### src/rtl/tofq_pkg.sv
// Shared types and constants for the timestamp-ordered frame queue.
package tofq_pkg;

    localparam int KEY_W     = 64;
    localparam int KIND_W    = 2;
    localparam int FUNC_W    = 2;
    localparam int STATUS_W  = 3;
    localparam int CFG_W     = 7;
    localparam int CFG_IDX_W = 1;

    // request codes
    typedef enum logic [FUNC_W-1:0] {
        FN_PUSH     = 2'd0,
        FN_POP      = 2'd1,
        FN_POP_KIND = 2'd2,
        FN_NONE     = 2'd3
    } t_func;

    // result status codes
    typedef enum logic [STATUS_W-1:0] {
        ST_OK     = 3'd0,
        ST_FULL   = 3'd1,
        ST_EMPTY  = 3'd2,
        ST_PREBUF = 3'd3,
        ST_KIND   = 3'd4
    } t_status;

    // sequencer states
    typedef enum logic [2:0] {
        S_IDLE   = 3'd0,
        S_DECIDE = 3'd1,
        S_WALK   = 3'd2,
        S_PLACE  = 3'd3,
        S_HEAD   = 3'd4,
        S_DONE   = 3'd5
    } t_state;

    // configuration register indexes
    localparam logic [CFG_IDX_W-1:0] REG_CAPACITY     = 1'd0;
    localparam logic [CFG_IDX_W-1:0] REG_PREBUF_LEVEL = 1'd1;

    localparam logic [CFG_W-1:0] CAPACITY_RESET   = 7'd64;
    localparam logic [CFG_W-1:0] PREBUF_LVL_RESET = 7'd1;

endpackage

### src/rtl/tofq_ctrl.sv
// Sequencer: sorted insert by tail walk, head removal, status and fill tracking.
module tofq_ctrl #(
    parameter int DEPTH    = 64,
    parameter int TAG_BITS = 16
) (
    input  logic                                         i_clk,
    input  logic                                         i_rst_n,
    // request side
    input  logic                                         i_in_valid,
    output logic                                         o_in_ready,
    input  logic [tofq_pkg::FUNC_W-1:0]                  i_func,
    input  logic [tofq_pkg::KEY_W-1:0]                   i_stamp,
    input  logic [TAG_BITS-1:0]                          i_handle,
    input  logic [tofq_pkg::KIND_W-1:0]                  i_kind,
    // configuration
    input  logic [tofq_pkg::CFG_W-1:0]                   i_capacity,
    input  logic [tofq_pkg::CFG_W-1:0]                   i_prebuf_level,
    // entry memory
    output logic                                         o_mem_we,
    output logic [$clog2(DEPTH)-1:0]                     o_mem_waddr,
    output logic [tofq_pkg::KEY_W+TAG_BITS+tofq_pkg::KIND_W-1:0] o_mem_wdata,
    output logic [$clog2(DEPTH)-1:0]                     o_mem_raddr,
    input  logic [tofq_pkg::KEY_W+TAG_BITS+tofq_pkg::KIND_W-1:0] i_mem_rdata,
    // result side
    output logic                                         o_res_valid,
    input  logic                                         i_res_take,
    output logic [tofq_pkg::STATUS_W-1:0]                o_res_status,
    output logic [TAG_BITS-1:0]                          o_res_handle,
    output logic [tofq_pkg::KEY_W-1:0]                   o_res_stamp,
    output logic [tofq_pkg::KIND_W-1:0]                  o_res_kind,
    output logic [$clog2(DEPTH+1)-1:0]                   o_res_fill,
    output logic                                         o_res_prebuf
);

    localparam int AW   = $clog2(DEPTH);
    localparam int CW   = $clog2(DEPTH+1);
    localparam int CMPW = (CW > tofq_pkg::CFG_W) ? CW : tofq_pkg::CFG_W;
    localparam int KW   = tofq_pkg::KEY_W;
    localparam int DW   = tofq_pkg::KIND_W;
    localparam int EW   = KW + TAG_BITS + DW;
    localparam logic [CMPW-1:0] DEPTH_C = CMPW'(DEPTH);
    localparam logic [AW:0]     DEPTH_S = (AW+1)'(DEPTH);
    localparam logic [AW-1:0]   LAST    = AW'(DEPTH-1);

    // logical position to memory address in the circular store
    function automatic logic [AW-1:0] f_phys(input logic [AW-1:0] head,
                                             input logic [AW-1:0] idx);
        logic [AW:0] sum;
        sum = {1'b0, head} + {1'b0, idx};
        if (sum >= DEPTH_S) begin
            sum = sum - DEPTH_S;
        end
        return sum[AW-1:0];
    endfunction

    tofq_pkg::t_state  r_state, n_state;
    tofq_pkg::t_func   r_func, n_func;
    logic [KW-1:0]     r_stamp, n_stamp;
    logic [TAG_BITS-1:0] r_tag, n_tag;
    logic [DW-1:0]     r_kind, n_kind;
    logic [AW-1:0]     r_idx, n_idx;
    logic [AW-1:0]     r_head, n_head;
    logic [CW-1:0]     r_count, n_count;
    logic              r_filling, n_filling;
    tofq_pkg::t_status r_res_status, n_res_status;
    logic [TAG_BITS-1:0] r_res_tag, n_res_tag;
    logic [KW-1:0]     r_res_stamp, n_res_stamp;
    logic [DW-1:0]     r_res_kind, n_res_kind;

    logic [KW-1:0]       rd_key;
    logic [TAG_BITS-1:0] rd_tag;
    logic [DW-1:0]       rd_kind;
    logic [EW-1:0]       new_entry;
    logic [CMPW-1:0]     cnt_ext;
    logic [CW-1:0]       count_inc, count_dec, count_m1;
    logic                is_full, reach_level, later_key;
    logic [AW-1:0]       idx_up, idx_dn, head_inc;

    // field split of the read entry, shared compare
    assign rd_key    = i_mem_rdata[EW-1 -: KW];
    assign rd_tag    = i_mem_rdata[DW +: TAG_BITS];
    assign rd_kind   = i_mem_rdata[DW-1:0];
    assign new_entry = {r_stamp, r_tag, r_kind};
    assign later_key = rd_key > r_stamp;

    assign cnt_ext     = CMPW'(r_count);
    assign count_inc   = r_count + 1'b1;
    assign count_dec   = r_count - 1'b1;
    assign count_m1    = r_count - 1'b1;
    assign is_full     = (cnt_ext >= DEPTH_C) || (cnt_ext >= CMPW'(i_capacity));
    assign reach_level = CMPW'(count_inc) >= CMPW'(i_prebuf_level);
    assign idx_up      = r_idx + 1'b1;
    assign idx_dn      = r_idx - 1'b1;
    assign head_inc    = (r_head == LAST) ? '0 : r_head + 1'b1;

    // next state
    always_comb begin
        n_state = r_state;
        case (r_state)
            tofq_pkg::S_IDLE: begin
                if (i_in_valid) begin
                    n_state = tofq_pkg::S_DECIDE;
                end
            end
            tofq_pkg::S_DECIDE: begin
                case (r_func)
                    tofq_pkg::FN_PUSH: begin
                        if (is_full || r_count == '0) begin
                            n_state = tofq_pkg::S_DONE;
                        end else begin
                            n_state = tofq_pkg::S_WALK;
                        end
                    end
                    tofq_pkg::FN_POP: begin
                        n_state = (r_count == '0) ? tofq_pkg::S_DONE : tofq_pkg::S_HEAD;
                    end
                    tofq_pkg::FN_POP_KIND: begin
                        if (r_count == '0 || r_filling) begin
                            n_state = tofq_pkg::S_DONE;
                        end else begin
                            n_state = tofq_pkg::S_HEAD;
                        end
                    end
                    default: n_state = tofq_pkg::S_DONE;
                endcase
            end
            tofq_pkg::S_WALK: begin
                if (!later_key) begin
                    n_state = tofq_pkg::S_DONE;
                end else if (r_idx == '0) begin
                    n_state = tofq_pkg::S_PLACE;
                end
            end
            tofq_pkg::S_PLACE: n_state = tofq_pkg::S_DONE;
            tofq_pkg::S_HEAD:  n_state = tofq_pkg::S_DONE;
            tofq_pkg::S_DONE: begin
                if (i_res_take) begin
                    n_state = tofq_pkg::S_IDLE;
                end
            end
            default: n_state = tofq_pkg::S_IDLE;
        endcase
    end

    // datapath and memory control per state
    always_comb begin
        n_func       = r_func;
        n_stamp      = r_stamp;
        n_tag        = r_tag;
        n_kind       = r_kind;
        n_idx        = r_idx;
        n_head       = r_head;
        n_count      = r_count;
        n_filling    = r_filling;
        n_res_status = r_res_status;
        n_res_tag    = r_res_tag;
        n_res_stamp  = r_res_stamp;
        n_res_kind   = r_res_kind;
        o_mem_we     = 1'b0;
        o_mem_waddr  = f_phys(r_head, idx_up);
        o_mem_wdata  = new_entry;
        o_mem_raddr  = r_head;
        case (r_state)
            tofq_pkg::S_IDLE: begin
                if (i_in_valid) begin
                    n_func  = tofq_pkg::t_func'(i_func);
                    n_stamp = i_stamp;
                    n_tag   = i_handle;
                    n_kind  = i_kind;
                end
            end
            tofq_pkg::S_DECIDE: begin
                n_res_status = tofq_pkg::ST_OK;
                n_res_tag    = '0;
                n_res_stamp  = '0;
                n_res_kind   = '0;
                n_idx        = count_m1[AW-1:0];
                case (r_func)
                    tofq_pkg::FN_PUSH: begin
                        // start the walk at the tail
                        o_mem_raddr = f_phys(r_head, count_m1[AW-1:0]);
                        if (is_full) begin
                            n_res_status = tofq_pkg::ST_FULL;
                        end else if (r_count == '0) begin
                            o_mem_we    = 1'b1;
                            o_mem_waddr = r_head;
                            n_count     = count_inc;
                            if (reach_level) begin
                                n_filling = 1'b0;
                            end
                        end
                    end
                    tofq_pkg::FN_POP: begin
                        if (r_count == '0) begin
                            n_res_status = tofq_pkg::ST_EMPTY;
                        end
                    end
                    tofq_pkg::FN_POP_KIND: begin
                        if (r_count == '0) begin
                            n_res_status = tofq_pkg::ST_EMPTY;
                        end else if (r_filling) begin
                            n_res_status = tofq_pkg::ST_PREBUF;
                        end
                    end
                    default: ;
                endcase
            end
            tofq_pkg::S_WALK: begin
                // move a later entry up one slot, or drop the new one in behind it
                o_mem_raddr = f_phys(r_head, idx_dn);
                o_mem_we    = 1'b1;
                if (later_key) begin
                    o_mem_wdata = i_mem_rdata;
                    n_idx       = idx_dn;
                end else begin
                    n_count = count_inc;
                    if (reach_level) begin
                        n_filling = 1'b0;
                    end
                end
            end
            tofq_pkg::S_PLACE: begin
                // every held entry is later: new entry becomes the head
                o_mem_we    = 1'b1;
                o_mem_waddr = r_head;
                n_count     = count_inc;
                if (reach_level) begin
                    n_filling = 1'b0;
                end
            end
            tofq_pkg::S_HEAD: begin
                if (r_func == tofq_pkg::FN_POP_KIND && rd_kind != r_kind) begin
                    n_res_status = tofq_pkg::ST_KIND;
                end else begin
                    n_res_tag   = rd_tag;
                    n_res_stamp = rd_key;
                    n_res_kind  = rd_kind;
                    n_head      = head_inc;
                    n_count     = count_dec;
                    if (count_dec == '0) begin
                        n_filling = 1'b1;
                    end
                end
            end
            default: ;
        endcase
    end

    // control registers
    always_ff @(posedge i_clk) begin
        if (!i_rst_n) begin
            r_state   <= tofq_pkg::S_IDLE;
            r_head    <= '0;
            r_count   <= '0;
            r_filling <= 1'b1;
        end else begin
            r_state   <= n_state;
            r_head    <= n_head;
            r_count   <= n_count;
            r_filling <= n_filling;
        end
    end

    // payload registers
    always_ff @(posedge i_clk) begin
        r_func       <= n_func;
        r_stamp      <= n_stamp;
        r_tag        <= n_tag;
        r_kind       <= n_kind;
        r_idx        <= n_idx;
        r_res_status <= n_res_status;
        r_res_tag    <= n_res_tag;
        r_res_stamp  <= n_res_stamp;
        r_res_kind   <= n_res_kind;
    end

    assign o_in_ready   = (r_state == tofq_pkg::S_IDLE);
    assign o_res_valid  = (r_state == tofq_pkg::S_DONE);
    assign o_res_status = r_res_status;
    assign o_res_handle = r_res_tag;
    assign o_res_stamp  = r_res_stamp;
    assign o_res_kind   = r_res_kind;
    assign o_res_fill   = r_count;
    assign o_res_prebuf = r_filling;

    // fill never passes the store depth
    a_count_bound: assert property (@(posedge i_clk) disable iff (!i_rst_n)
        cnt_ext <= DEPTH_C)
        else $error("entry count above depth");

    // the walk stays inside the held entries
    a_walk_range: assert property (@(posedge i_clk) disable iff (!i_rst_n)
        (r_state == tofq_pkg::S_WALK) |-> (CMPW'(r_idx) < cnt_ext))
        else $error("walk index outside held entries");

    // an empty queue is always prebuffering
    a_empty_filling: assert property (@(posedge i_clk) disable iff (!i_rst_n)
        (r_count == '0) |-> r_filling)
        else $error("empty queue not prebuffering");

    // a head read only happens with entries held
    a_head_nonempty: assert property (@(posedge i_clk) disable iff (!i_rst_n)
        (r_state == tofq_pkg::S_HEAD) |-> (r_count != '0))
        else $error("head removal from empty queue");

endmodule
### config.mk
export PLATFORM = sky130hd
export DESIGN_NAME = tofq_ctrl
export DESIGN_NICKNAME = d
export VERILOG_FILES = /design/src/rtl/tofq_pkg.sv /design/src/rtl/tofq_ctrl.sv
export SDC_FILE = /design/constraint.sdc
export NUM_CORES = 1
export LEC_CHECK = 0
export ABC_AREA = 1
export BUFFER_PORTS_ARGS = -buffer_cell sky130_fd_sc_hd__buf_2
export CAP_MARGIN = 0
export CORE_ASPECT_RATIO = 0.75
export CORE_MARGIN = 2
export CORE_UTILIZATION = 45
export CTS_CLUSTER_DIAMETER = 50
export DETAILED_ROUTE_END_ITERATION = 16
export GPL_TIMING_DRIVEN = 0
export PLACE_DENSITY = 0.8
export SETUP_SLACK_MARGIN = 0.2
export SKIP_CTS_REPAIR_TIMING = 1
export SYNTH_ARGS = -nofsm -noshare
export SYNTH_HDL_FRONTEND = slang
export SYNTH_SLANG_ARGS = --single-unit
### constraint.sdc
create_clock -name i_clk -period 7.8 [get_ports i_clk]
set_input_delay 1.56 -clock i_clk [delete_from_list [all_inputs] [get_ports i_clk]]
set_output_delay 1.56 -clock i_clk [all_outputs]
set_load 0.02 [all_outputs]
==> run summary <==
layout cell share with drive strength beyond 1 -> 0.2769
setup violators final -> 0
worst-margin pin slew -> 0.8364 ns
gr ovfl total -> 0
# rows -> 50
setup tns final -> 0 ns
Num Clock Sinks -> 192
core area -> 24770 µm²
max-cap violations -> 0
critical path type -> in2out
EDFF count, synth -> 175
flop2flop setup slack -> 4.92 ns
GRT Total Usage -> 0.2615
cells along the critical path -> buf_2 -> ha_1 -> nand4_1 -> nor3_1 -> nand2_1 -> nand2_1 -> nand2_1 -> nand2_1 -> nand2_1 -> nand2_1 -> nand3_2 -> buf_6 -> buf_2 -> o21ai_0 -> buf_2
Netlist cell types -> 48
starting density of the core -> 0.4544
first-pass GRT wire length -> 53.15 mm
Via density -> 5.054
initial antenna violation count -> 5
synthesis-to-finish area growth -> 26.83%
post-synthesis async set-or-reset flop share -> 0
LEAKAGE -> 7.292 nW
routed length per instance -> 17.25 µm
fin crit share -> 0.7299
CP peak stage delay -> 0.39 ns
worst-path fanout max -> 10
final hold violations -> 0
crit path DAT -> 4.13 ns
via count -> 10097
Post-Syn Area per Cell -> 9.043 µm²
Hold WC Path Type -> reg2reg
CTS root buf -> clkbuf_16
Clock Tree Buf Depth -> 2
pwr/cell area -> 388.6 nW/µm²
Post-synth top cells -> inv_1, nand2_1, edfxtp_1
first drt pass iteration count -> 5
Yosys top cell area share -> 0.4668
Startpoint Class -> input pin
Synth area leader -> edfxtp_1
Die H -> 141.0 µm
CTS buffer count -> 17
Clk Latency, worst-skew pair -> 0.44 ns
sequential share of the synthesized area -> 0.4970
initial DRC count -> 924
HPWL after DPL -> 27.04 mm
clk slew on worst S/H paths -> 0.07 ns
Hold WS -> 0.5155 ns
vias in the first global route -> 9829
fmax -> 175.7 MHz
design area -> 14280 µm²
Most used DFF post-synth -> edfxtp_1
Syn Inst Count -> 1245
RSZ-0062 raised after global routing -> false
CTS tree -> yes
clock skew -> 0.01603 ns
IO Port Bufs -> 373
VDD IR max -> 0.0002342 V
Post-DP Area -> 13660 µm²
Critical Path RT -> 6.24 ns
Mapped Area -> 11260 µm²
Post-Syn Nets -> 1535
final number of max-transition violations -> 0
status -> finished, final reports clean
max_slew headroom -> 0.4424
GPL Wtd Cong -> 0.9276
CTS H-tree depth -> 4
top cells by area, synth -> edfxtp_1, ha_1, inv_1
type of element capturing the critical path -> primary output
antenna viol nets, final -> 0
Top Ports -> 374
largest net degree at the start of global routing -> 65
Synth Register Bits -> 192
Die ar. -> 26310 µm²
WL final -> 34.47 mm
top-count cell post-synth -> inv_1
Die X-Extent -> 186.6 µm
nets -> 1931
Most common cell on crit path -> nand2_1
CP max-delay cell -> nor3_1
Warnings, synthesis -> 0
clock period minus worst slack -> 5.693 ns
DRC errors left -> 0
[power breakdown]
part	internal [mW]	switching [mW]	total (mW)	leakage, nW
Clock	0.485	0.429	0.914	0.290
Sequential	1.67	0.170	1.84	1.82
Combinational	0.856	1.94	2.79	5.18
Total	3.01	2.54	5.55	7.29
[worst paths after layout]
| path | startpoint | to | depth (start not counted) |
|---|---|---|---|
| setup / recovery | i_mem_rdata[29] | o_mem_wdata[24] | 15 |
| hold / removal | o_res_prebuf$_SDFFE_PN1P_ | o_res_prebuf$_SDFFE_PN1P_ | 2 |
| setup reg to reg | o_res_fill[0]$_SDFFE_PN0P_ | o_res_fill[5]$_SDFFE_PN0P_ | 10 |
| hold reg to reg | o_res_prebuf$_SDFFE_PN1P_ | o_res_prebuf$_SDFFE_PN1P_ | 2 |
[flip-flops by register name, indices dropped and copies added, names as in the netlist]
name          flops
o_res_status      3
r_func            2
r_tag            16
o_res_fill        7
o_res_stamp      64
o_res_prebuf      1
r_idx             6
r_kind            2
r_head            6
r_stamp          64
r_state           3
o_res_kind        2
o_res_handle     16
[cell type report]
cell class,instances,area [µm²]
Clock buffer,17,425.4
Sequential cell,192,5595
Antenna cell,6,15.01
Buffer,36,202.7
Multi-Input combinational cell,770,4536
Fill cell,2185,10500
Clock inverter,15,180.2
Tap cell,338,422.9
Timing Repair Buffer,377,1962
Inverter,247,939.7
[cell usage in the layout, fill, tap and decap left out, types with 5 or more instances in the layout]
master     netlist  layout
buf_2           12     385
inv_1          240     240
nand2_1        217     216
edfxtp_1       175     175
nor2_1         146     145
o21ai_0        115     115
ha_1           103     103
a21oi_1         47      47
nand3_1         29      29
xor2_1          24      24
clkbuf_16        0      17
dfxtp_1         17      17
clkbuf_1        13      13
nor3_1          13      13
nand4_1         13      13
o211ai_1         8       8
buf_4            8       8
diode_2          0       6
nor2_2           6       6
xnor2_1          5       5
inv_6            0       5
[per-stage QoR]
stage | total power [mW] | setup slack (ns) | std cells | util
CTS | 5.551 | 2.056 | 1992 | 0.5758
finish | 5.549 | 2.107 | 1998 | 0.5764
global route | 5.890 | 1.775 | 1997 | 0.5763
global placement | 4.553 | 0.1223 | 1956 | 0.5469
floorplan | 3.654 | 2.201 | 1245 | -
detailed placement | 4.624 | 2.067 | 1960 | 0.5513
[per-layer routing]
metal	up-vias	global-route usage	wire length, µm	share of wire
met4	0	0.08939	915	0.027
met2	477	0.4197	15830	0.46
met1	4697	0.3477	14660	0.43
met3	59	0.06522	3066	0.089
met5	-	0	0	0
li1	4864	-	-	-
[cell families (layout without fill, tap and decap cells)]
logic type	Yosys count	count (layout)	share of synthesized area
and+or+nand+nor	439	439	0.1634
buffers and inverters	283	692	0.1015
AOI/OAI and AO/OA	196	196	0.09580
DFF	192	192	0.4970
adders and majority gates	106	106	0.1198
xor gates and xnor gates	29	29	0.02256
other	0	6	0
[worst max-delay path, delay by kind of cell]
family,cells,cell delay [ns]
buf+inv,4,0.73
fa+ha+maj,1,0.32
simple gates,9,1.15
compound gates,1,0.35
No activity file was read; power rests on OpenSTA's default activity.
